[src/rtl/core/apdu_pkg.sv]
// shared types and codes for the apdu frame reassembler
// no dependencies; imported by apdu_parse, apdu_skid and the top level
package apdu_pkg;

    // input beat op codes
    localparam logic [1:0] OP_INIT_FIRST = 2'd0;
    localparam logic [1:0] OP_INIT_NEXT  = 2'd1;
    localparam logic [1:0] OP_CONT_FIRST = 2'd2;
    localparam logic [1:0] OP_CONT_NEXT  = 2'd3;

    // byte role codes
    localparam logic [1:0] ROLE_HEADER = 2'd0;
    localparam logic [1:0] ROLE_LENGTH = 2'd1;
    localparam logic [1:0] ROLE_DATA   = 2'd2;
    localparam logic [1:0] ROLE_DROP   = 2'd3;

    // status codes
    localparam logic [1:0] STAT_OK       = 2'd0;
    localparam logic [1:0] STAT_BAD_LE   = 2'd1;
    localparam logic [1:0] STAT_SHORT    = 2'd2;
    localparam logic [1:0] STAT_OVERFLOW = 2'd3;

    // data count width and saturation point
    localparam int unsigned CNT_W = 20;
    localparam logic [CNT_W-1:0] COUNT_MAX = 20'hFFFFF;

    // Le encodings for a zero short or extended length field
    localparam logic [16:0] LE_SHORT_ZERO = 17'd256;
    localparam logic [16:0] LE_EXT_ZERO   = 17'h10000;

    localparam int unsigned DEPTH_DEFAULT = 1024;

    typedef struct packed {
        logic [1:0] op;
        logic [7:0] data_byte;
        logic       frame_last;
    } t_in_beat;

    typedef struct packed {
        logic [1:0]  byte_role;
        logic [9:0]  data_addr;
        logic        frame_done;
        logic [7:0]  cla;
        logic [7:0]  ins;
        logic [7:0]  p1;
        logic [7:0]  p2;
        logic [15:0] lc;
        logic [16:0] le;
        logic [10:0] data_count;
        logic [1:0]  status;
    } t_out_beat;

endpackage

[src/rtl/core/apdu_parse.sv]
// per-byte apdu phase machine: header capture, Lc/Le decode, data addressing
// depends on apdu_pkg
module apdu_parse #(
    parameter int unsigned DEPTH = apdu_pkg::DEPTH_DEFAULT
) (
    input  logic                i_clk,
    input  logic                i_rst_n,
    input  logic                i_accept,
    input  apdu_pkg::t_in_beat  i_beat,
    output apdu_pkg::t_out_beat o_result
);
    import apdu_pkg::*;

    typedef enum logic [2:0] {
        PH_HEADER,
        PH_LEN1,
        PH_LENHI,
        PH_LENLO,
        PH_DATA
    } t_phase;

    localparam logic [CNT_W-1:0] DEPTH_CNT = CNT_W'(DEPTH);

    t_phase            r_phase, n_phase, c_phase;
    logic [1:0]        r_pos, n_pos, c_pos;
    logic [3:0][7:0]   r_hdr, n_hdr, c_hdr;
    logic [15:0]       r_lc, n_lc, c_lc;
    logic [16:0]       r_le, n_le, c_le;
    logic [CNT_W-1:0]  r_count, n_count, c_count;
    logic [15:0]       r_last2, n_last2, c_last2;
    logic              r_ovf, n_ovf, c_ovf;

    logic              new_apdu;
    logic [15:0]       shifted;
    logic [CNT_W-1:0]  inc_count;
    logic [CNT_W-1:0]  extra;
    logic [CNT_W-1:0]  stored;
    logic [1:0]        role;
    logic [9:0]        addr;
    logic [1:0]        status;

    // an init-frame first byte starts from cleared state
    assign new_apdu = (i_beat.op == OP_INIT_FIRST);

    always_comb begin
        if (new_apdu) begin
            c_phase = PH_HEADER;
            c_pos   = '0;
            c_hdr   = '0;
            c_lc    = '0;
            c_le    = '0;
            c_count = '0;
            c_last2 = '0;
            c_ovf   = 1'b0;
        end else begin
            c_phase = r_phase;
            c_pos   = r_pos;
            c_hdr   = r_hdr;
            c_lc    = r_lc;
            c_le    = r_le;
            c_count = r_count;
            c_last2 = r_last2;
            c_ovf   = r_ovf;
        end
    end

    assign shifted   = {c_last2[7:0], i_beat.data_byte};
    assign inc_count = (c_count < COUNT_MAX) ? c_count + 1'b1 : c_count;
    assign extra     = inc_count - {4'b0, c_lc};

    // byte machine
    always_comb begin
        n_phase = c_phase;
        n_pos   = c_pos;
        n_hdr   = c_hdr;
        n_lc    = c_lc;
        n_le    = c_le;
        n_count = c_count;
        n_last2 = c_last2;
        n_ovf   = c_ovf;
        role    = ROLE_HEADER;
        addr    = '0;
        status  = STAT_OK;

        unique case (c_phase)
            PH_HEADER: begin
                role = ROLE_HEADER;
                n_hdr[c_pos] = i_beat.data_byte;
                if (c_pos == 2'd3) begin
                    n_phase = PH_LEN1;
                    n_pos   = '0;
                end else begin
                    n_pos = c_pos + 1'b1;
                    if (i_beat.frame_last) status = STAT_SHORT;
                end
            end
            PH_LEN1: begin
                role    = ROLE_LENGTH;
                n_last2 = shifted;
                if (i_beat.data_byte != 8'd0) begin
                    if (i_beat.frame_last) begin
                        n_lc = '0;
                        n_le = {9'd0, i_beat.data_byte};
                    end else begin
                        n_lc = {8'd0, i_beat.data_byte};
                    end
                    n_phase = PH_DATA;
                end else if (i_beat.frame_last) begin
                    n_lc    = '0;
                    n_le    = LE_SHORT_ZERO;
                    n_phase = PH_DATA;
                end else begin
                    n_phase = PH_LENHI;
                end
            end
            PH_LENHI: begin
                role    = ROLE_LENGTH;
                n_last2 = shifted;
                if (i_beat.frame_last) status = STAT_SHORT;
                n_phase = PH_LENLO;
            end
            PH_LENLO: begin
                role    = ROLE_LENGTH;
                n_last2 = shifted;
                if (i_beat.frame_last) begin
                    n_lc = '0;
                    n_le = (shifted != 16'd0) ? {1'b0, shifted} : LE_EXT_ZERO;
                end else begin
                    n_lc = shifted;
                end
                n_phase = PH_DATA;
            end
            PH_DATA: begin
                n_last2 = shifted;
                if (c_count < DEPTH_CNT) begin
                    role = ROLE_DATA;
                    addr = c_count[9:0];
                end else begin
                    role  = ROLE_DROP;
                    n_ovf = 1'b1;
                end
                n_count = inc_count;
                // bytes beyond Lc at frame end: one or two of them are Le
                if (i_beat.frame_last && (inc_count > {4'b0, c_lc})) begin
                    if (extra == CNT_W'(1)) begin
                        n_le = (shifted[7:0] != 8'd0) ? {9'd0, shifted[7:0]}
                                                      : LE_SHORT_ZERO;
                        n_count = inc_count - CNT_W'(1);
                    end else if (extra == CNT_W'(2)) begin
                        n_le = (shifted != 16'd0) ? {1'b0, shifted} : LE_EXT_ZERO;
                        n_count = inc_count - CNT_W'(2);
                    end else begin
                        status = STAT_BAD_LE;
                    end
                end
            end
            default: begin
                n_phase = PH_HEADER;
            end
        endcase

        if (n_ovf) status = STAT_OVERFLOW;
    end

    assign stored = (n_count < DEPTH_CNT) ? n_count : DEPTH_CNT;

    // result of the current beat
    always_comb begin
        o_result.byte_role  = role;
        o_result.data_addr  = addr;
        o_result.frame_done = i_beat.frame_last;
        o_result.cla        = n_hdr[0];
        o_result.ins        = n_hdr[1];
        o_result.p1         = n_hdr[2];
        o_result.p2         = n_hdr[3];
        o_result.lc         = n_lc;
        o_result.le         = n_le;
        o_result.data_count = stored[10:0];
        o_result.status     = status;
    end

    // state update on each accepted beat
    always_ff @(posedge i_clk) begin
        if (!i_rst_n) begin
            r_phase <= PH_HEADER;
            r_pos   <= '0;
            r_hdr   <= '0;
            r_lc    <= '0;
            r_le    <= '0;
            r_count <= '0;
            r_last2 <= '0;
            r_ovf   <= 1'b0;
        end else if (i_accept) begin
            r_phase <= n_phase;
            r_pos   <= n_pos;
            r_hdr   <= n_hdr;
            r_lc    <= n_lc;
            r_le    <= n_le;
            r_count <= n_count;
            r_last2 <= n_last2;
            r_ovf   <= n_ovf;
        end
    end

    // data count only moves once the length field is done
    a_count_in_data: assert property (@(posedge i_clk) disable iff (!i_rst_n)
        (r_phase == PH_DATA) || (r_count == '0))
        else $error("data count nonzero outside data phase");

    // header position only advances in the header phase
    a_pos_in_header: assert property (@(posedge i_clk) disable iff (!i_rst_n)
        (r_pos == 2'd0) || (r_phase == PH_HEADER))
        else $error("header position set outside header phase");

    // a new apdu leaves one header byte captured
    a_new_apdu: assert property (@(posedge i_clk) disable iff (!i_rst_n)
        (i_accept && new_apdu) |=> (r_phase == PH_HEADER) && (r_pos == 2'd1))
        else $error("new apdu did not restart the header");

    // overflow flag implies the count reached the buffer depth at some point
    a_ovf_count: assert property (@(posedge i_clk) disable iff (!i_rst_n)
        r_ovf |-> (r_count + CNT_W'(2) > DEPTH_CNT))
        else $error("overflow flagged below buffer depth");

endmodule

[src/rtl/core/apdu_skid.sv]
// output register with one skid entry; decouples downstream stall from input
// depends on apdu_pkg
module apdu_skid (
    input  logic                i_clk,
    input  logic                i_rst_n,
    input  logic                i_valid,
    output logic                o_stall,
    input  apdu_pkg::t_out_beat i_data,
    output logic                o_valid,
    input  logic                i_stall,
    output apdu_pkg::t_out_beat o_data
);
    import apdu_pkg::*;

    logic      r_out_valid;
    logic      r_skid_valid;
    t_out_beat r_out;
    t_out_beat r_skid;
    logic      accept;
    logic      out_free;

    assign o_stall  = r_skid_valid;
    assign accept   = i_valid && !r_skid_valid;
    assign out_free = !r_out_valid || !i_stall;

    // valid flags
    always_ff @(posedge i_clk) begin
        if (!i_rst_n) begin
            r_out_valid  <= 1'b0;
            r_skid_valid <= 1'b0;
        end else if (out_free) begin
            r_out_valid  <= r_skid_valid || accept;
            r_skid_valid <= 1'b0;
        end else if (accept) begin
            r_skid_valid <= 1'b1;
        end
    end

    // payload, no reset needed
    always_ff @(posedge i_clk) begin
        if (out_free) begin
            if (r_skid_valid) begin
                r_out <= r_skid;
            end else if (accept) begin
                r_out <= i_data;
            end
        end else if (accept) begin
            r_skid <= i_data;
        end
    end

    assign o_valid = r_out_valid;
    assign o_data  = r_out;

    // skid entry only fills behind a held output beat
    a_skid_behind_out: assert property (@(posedge i_clk) disable iff (!i_rst_n)
        r_skid_valid |-> r_out_valid)
        else $error("skid entry valid with empty output register");

    // a waiting skid beat moves up when the output is taken
    a_skid_drains: assert property (@(posedge i_clk) disable iff (!i_rst_n)
        (r_skid_valid && !i_stall) |=> (r_out_valid && !r_skid_valid))
        else $error("skid beat not moved to output");

endmodule

[src/rtl/core/apdu_frame_reassembler.sv]
// top level of the apdu frame reassembler
// depends on apdu_pkg, apdu_parse and apdu_skid
//
// Takes a command apdu one byte per beat on the input channel (op, data_byte,
// frame_last) and returns exactly one result beat per input beat: the role of
// the byte, its store address when it is a data byte, and the running summary
// (CLA, INS, P1, P2, Lc, Le, stored data count, status).
// Both channels use valid/stall; a beat moves when valid is high and stall low.
// The result of a byte is registered in the output register, or in the skid entry while the output is stalled.
// Throughput: one byte per cycle while the output is not stalled; the byte machine decodes a byte in a single
// pass between the parse state registers and the output register.
// Reset clears the phase machine, captured header, Lc, Le and counts, and
// empties the output stage. An init-frame first byte also clears all state.
// When the receiver stalls, the output beat holds, one more byte is taken
// into a skid entry, and then o_in_stall rises until the output drains.
// Data beyond DEPTH bytes is marked dropped and status reports overflow.
module apdu_frame_reassembler #(
    parameter int unsigned DEPTH = apdu_pkg::DEPTH_DEFAULT
) (
    input  logic                i_clk,
    input  logic                i_rst_n,
    input  logic                i_in_valid,
    output logic                o_in_stall,
    input  apdu_pkg::t_in_beat  i_in_beat,
    output logic                o_out_valid,
    input  logic                i_out_stall,
    output apdu_pkg::t_out_beat o_out_beat
);
    import apdu_pkg::*;

    t_out_beat result;
    logic      in_accept;

    assign in_accept = i_in_valid && !o_in_stall;

    // byte machine
    apdu_parse #(
        .DEPTH (DEPTH)
    ) u_parse (
        .i_clk    (i_clk),
        .i_rst_n  (i_rst_n),
        .i_accept (in_accept),
        .i_beat   (i_in_beat),
        .o_result (result)
    );

    // output register and skid entry
    apdu_skid u_skid (
        .i_clk   (i_clk),
        .i_rst_n (i_rst_n),
        .i_valid (i_in_valid),
        .o_stall (o_in_stall),
        .i_data  (result),
        .o_valid (o_out_valid),
        .i_stall (i_out_stall),
        .o_data  (o_out_beat)
    );

endmodule
[config.mk]
export PLATFORM = sky130hd
export DESIGN_NAME = apdu_frame_reassembler
export DESIGN_NICKNAME = d
export VERILOG_FILES = /design/src/rtl/core/apdu_pkg.sv /design/src/rtl/core/apdu_parse.sv /design/src/rtl/core/apdu_skid.sv /design/src/rtl/core/apdu_frame_reassembler.sv
export SDC_FILE = /design/constraint.sdc
export NUM_CORES = 1
export LEC_CHECK = 0
export BUFFER_PORTS_ARGS = -buffer_cell sky130_fd_sc_hd__buf_2
export CAP_MARGIN = 0
export CORE_MARGIN = 2
export CORE_UTILIZATION = 50
export DETAILED_ROUTE_END_ITERATION = 10
export PLACE_DENSITY = 0.68
export RECOVER_POWER = 25
export SLEW_MARGIN = 20
export SYNTH_ARGS = -nofsm -noshare
export SYNTH_HDL_FRONTEND = slang
export SYNTH_SLANG_ARGS = --single-unit
[constraint.sdc]
create_clock -name i_clk -period 9.1 [get_ports i_clk]
set_clock_uncertainty 0.15 [all_clocks]
set_input_delay 0.455 -clock i_clk [delete_from_list [all_inputs] [get_ports i_clk]]
set_output_delay 0.455 -clock i_clk [all_outputs]
set_load 0.01 [all_outputs]
==> results.py <==
metrics = {
    "run_status": {
        "outcome": "finished with violations",
        "violations": "capacitance limit, slew limit",
    },
    "synthesis": {
        "synthDistinctLibCells": 100,
        "synth_edf_count": 182,
        "synthArstFlopShare_pct": 0,
        "synth_ff_type": "edfxtp_1",
        "synth.avg_cell_area_sq_um": 9.55,
        "ys_warn_count": 0,
        "synth_area_leader_cell": "edfxtp_1",
        "synthTopCellsByArea": "edfxtp_1 36%, dfxtp_1 13%, nand2_1 5.1%",
        "syn-num-nets": 1640,
        "syn-cell-area_sq_um": 15400,
        "syn_inst": 1608,
        "ys_ff_latch": 283,
        "synth_top_area_share_pct": 35.6,
        "yosysSeqAreaShare_pct": 48.8,
    },
    "grt": {
        "grt-ovfl-total": 0,
        "grt_usage_pct": 29.6,
        "antenna_found_initial": 0,
        "grt_pass1_wl_um": 73200,
        "grt_start_max_net_pins": 87,
        "grt_pass1_vias": 12200,
    },
    "cts": {
        "clk_pin_slew_ps": 60,
        "cts_hold_buf": 0,
        "cts-root-buf": "clkbuf_16",
        "cts_resized": 0,
        "h-tree-depth": 1,
        "cts.sinks": 283,
        "clockBufferDepth": 3,
        "clock_latency_ps": 540,
        "cts_tree": "built",
        "post_cts_buffers": 0,
        "numCtsBuffers": 29,
    },
    "setup_path": {
        "crit_arrival_ps": 8370,
        "cpLargestDelayFamily": "buffers and inverters",
        "crit_required_ps": 9230,
        "worstPathMaxFanout": 68,
        "cp_common_cell": "a2111oi_2",
        "crit_chain": "buf_2 > or2_2 > clkbuf_1 > buf_4 > nand2_1 > xnor2_1 > ha_1 > a21boi_0 > a21oi_1 > o21ai_1 > o221ai_2 > a2111oi_2 > nor2_1 > a2111oi_2 > nand4_1 > nor4_2 > mux2_4 > a221o_1 > or4_4 > mux2_2",
        "path_buf_inv": 3,
        "cp-end-kind": "flop",
        "cp_slowest_cell": "clkbuf_1",
        "criticalPathCategory": "in -> reg",
        "max_stage_delay_ps": 1270,
        "crit_path_start_kind": "input port",
    },
    "sta": {
        "fmax_mhz": 121,
        "max_slew_margin_pct": -160,
        "slew_viol_final": 230,
        "setup_tns_ps": 0,
        "setup_viol": 0,
        "rsz0062_at_grt": "false",
        "post-route-period-util_pct": 90.5,
        "hold_viol": 0,
        "finalCriticalPeriod_ps": 8240,
        "worst_slew_pin_slew_ps": 3890,
    },
    "hold_path": {
        "hp-class": "in -> reg",
    },
    "finish": {
        "layout-drive-gt1-share_pct": 12.8,
        "final_common_cell": "nand2_1",
        "ff_latch_area_sq_um": 7490,
        "fin_nets": 1693,
        "final_core_util_pct": 55.7,
        "multiInputGateArea_sq_um": 7320,
        "final_cell_mix": "207 x nand2_1, 196 x nor2_1, 182 x edfxtp_1, 105 x clkbuf_1, 101 x dfxtp_1",
        "area_growth_pct": 10.4,
        "fillers": 2696,
        "diodes": 0,
    },
    "route": {
        "num_vias": 13100,
        "ant_nets": 0,
        "wire_per_inst_um": 23.3,
        "drt_iter0_markers": 1431,
        "wl_um": 48400,
        "drc": 0,
        "vias_per_cell": 6.32,
        "firstDrtPassIters": 5,
    },
    "placement": {
        "port_buffers": 107,
        "gp_congestion": 0.977,
        "dp_hpwl_um": 33500,
    },
    "floorplanning": {
        "die_w_um": 179,
        "row_count": 64,
        "core_area_sq_um": 30400,
        "fp.dieH_um": 179,
        "ios": 108,
        "die-area_sq_um": 32100,
        "start_util_pct": 50.5,
    },
    "run": {
        "drv_cap": 4,
    },
    "pwr": {
        "powerDensity_nw_per_um2": 177,
        "p_leak_nw": 6.13,
        "vdd_drop_max_uv": 118,
    },
}
==> metrics by stage <==
stage	cell area (sq um)	hold WS, ps	total power [mW]	worst slack (ps)	std cells
global route	17000	187	3.11	494	2079
CTS	17100	85.9	3.02	1420	2079
finish	17000	187	3.01	864	2079
global placement	16200	296	1.89	1040	2026
floorplan	15400	287	1.77	1290	1608
detailed placement	16200	310	1.90	900	2026
==> synth_stat cells (17+ instances only) <==
cell type and number:
a21oi_1 65, a22oi_1 37, and2_1 21, and3_1 25
buf_1 19, clkbuf_1 80, dfxtp_1 101, edfxtp_1 182
ha_1 17, inv_1 19, mux2_2 66, nand2_1 207
nand3_1 29, nor2_1 198, nor3_1 75, o21ai_0 88
o31ai_1 30, xnor2_1 28
==> final timing paths <==
check | from | to | slack, ps | cells past startpoint
hold / removal | i_in_valid | u_skid.o_valid$_SDFFE_PN0P_ | 190 | 3
setup / recovery | i_in_beat[9] | u_skid.o_data[12]$_DFFE_PP_ | 860 | 20
hold reg to reg | u_parse.r_pos[1]$_SDFFE_PN0P_ | u_parse.r_pos[1]$_SDFFE_PN0P_ | 320 | 2
setup reg to reg | u_parse.r_count[0]$_SDFFE_PN0P_ | u_skid.o_data[12]$_DFFE_PP_ | 1350 | 22
==> metal layers <==
metal  GRT usage (%)  wire length [um]
met2            48.6             22900
met5               0                 0
met4            10.6              1910
met1            39.9             20200
met3            4.28              3360
==> state kept, by name, indices dropped and copies added, names as in the netlist <==
register and cells:
u_parse.r_ovf 1, u_parse.r_pos 2, u_parse.r_le 17, u_parse.r_last2 8
u_parse.r_phase 3, u_skid.o_stall 1, u_skid.o_data 91, u_parse.r_hdr 32
u_skid.r_skid 91, u_parse.r_count 20, u_skid.o_valid 1, u_parse.r_lc 16
==> cells by family after synthesis <==
logic type                 synth area share [%]
buffers and inverters                      3.86
adders and majority gates                  1.52
muxes                                      5.66
DFF                                        48.8
AOI/OAI and AO/OA                          17.6
xor gates and xnor gates                   2.11
and+or+nand+nor                            20.5
==> layout make-up <==
class,instances,share of cell area [%]
clock buffer,41,4.78
clock inverter,12,0.502
inverter,21,0.465
multi-input combinational,1183,43.2
sequential,283,44.2
tap,396,2.92
timing repair buffer,143,3.99
==> report_power, final <==
part	switching (mW)	leakage [nW]	internal [mW]	total, mW
Sequential	0.0307	2.61	1.44	1.47
Combinational	0.267	3.08	0.135	0.403
Clock	0.485	0.440	0.646	1.13
==> worst register-to-register path, delay by kind of cell, from the launching register on <==
kind | cells | cell delay [ps]
muxes | 2 | 680
AOI/OAI and AO/OA | 7 | 1990
and+or+nand+nor | 9 | 2870
xor gates and xnor gates | 1 | 590
DFF | 1 | 400
buffers and inverters | 1 | 140
adders and majority gates | 2 | 700
Note: power is estimated with default switching activity, not from simulation.
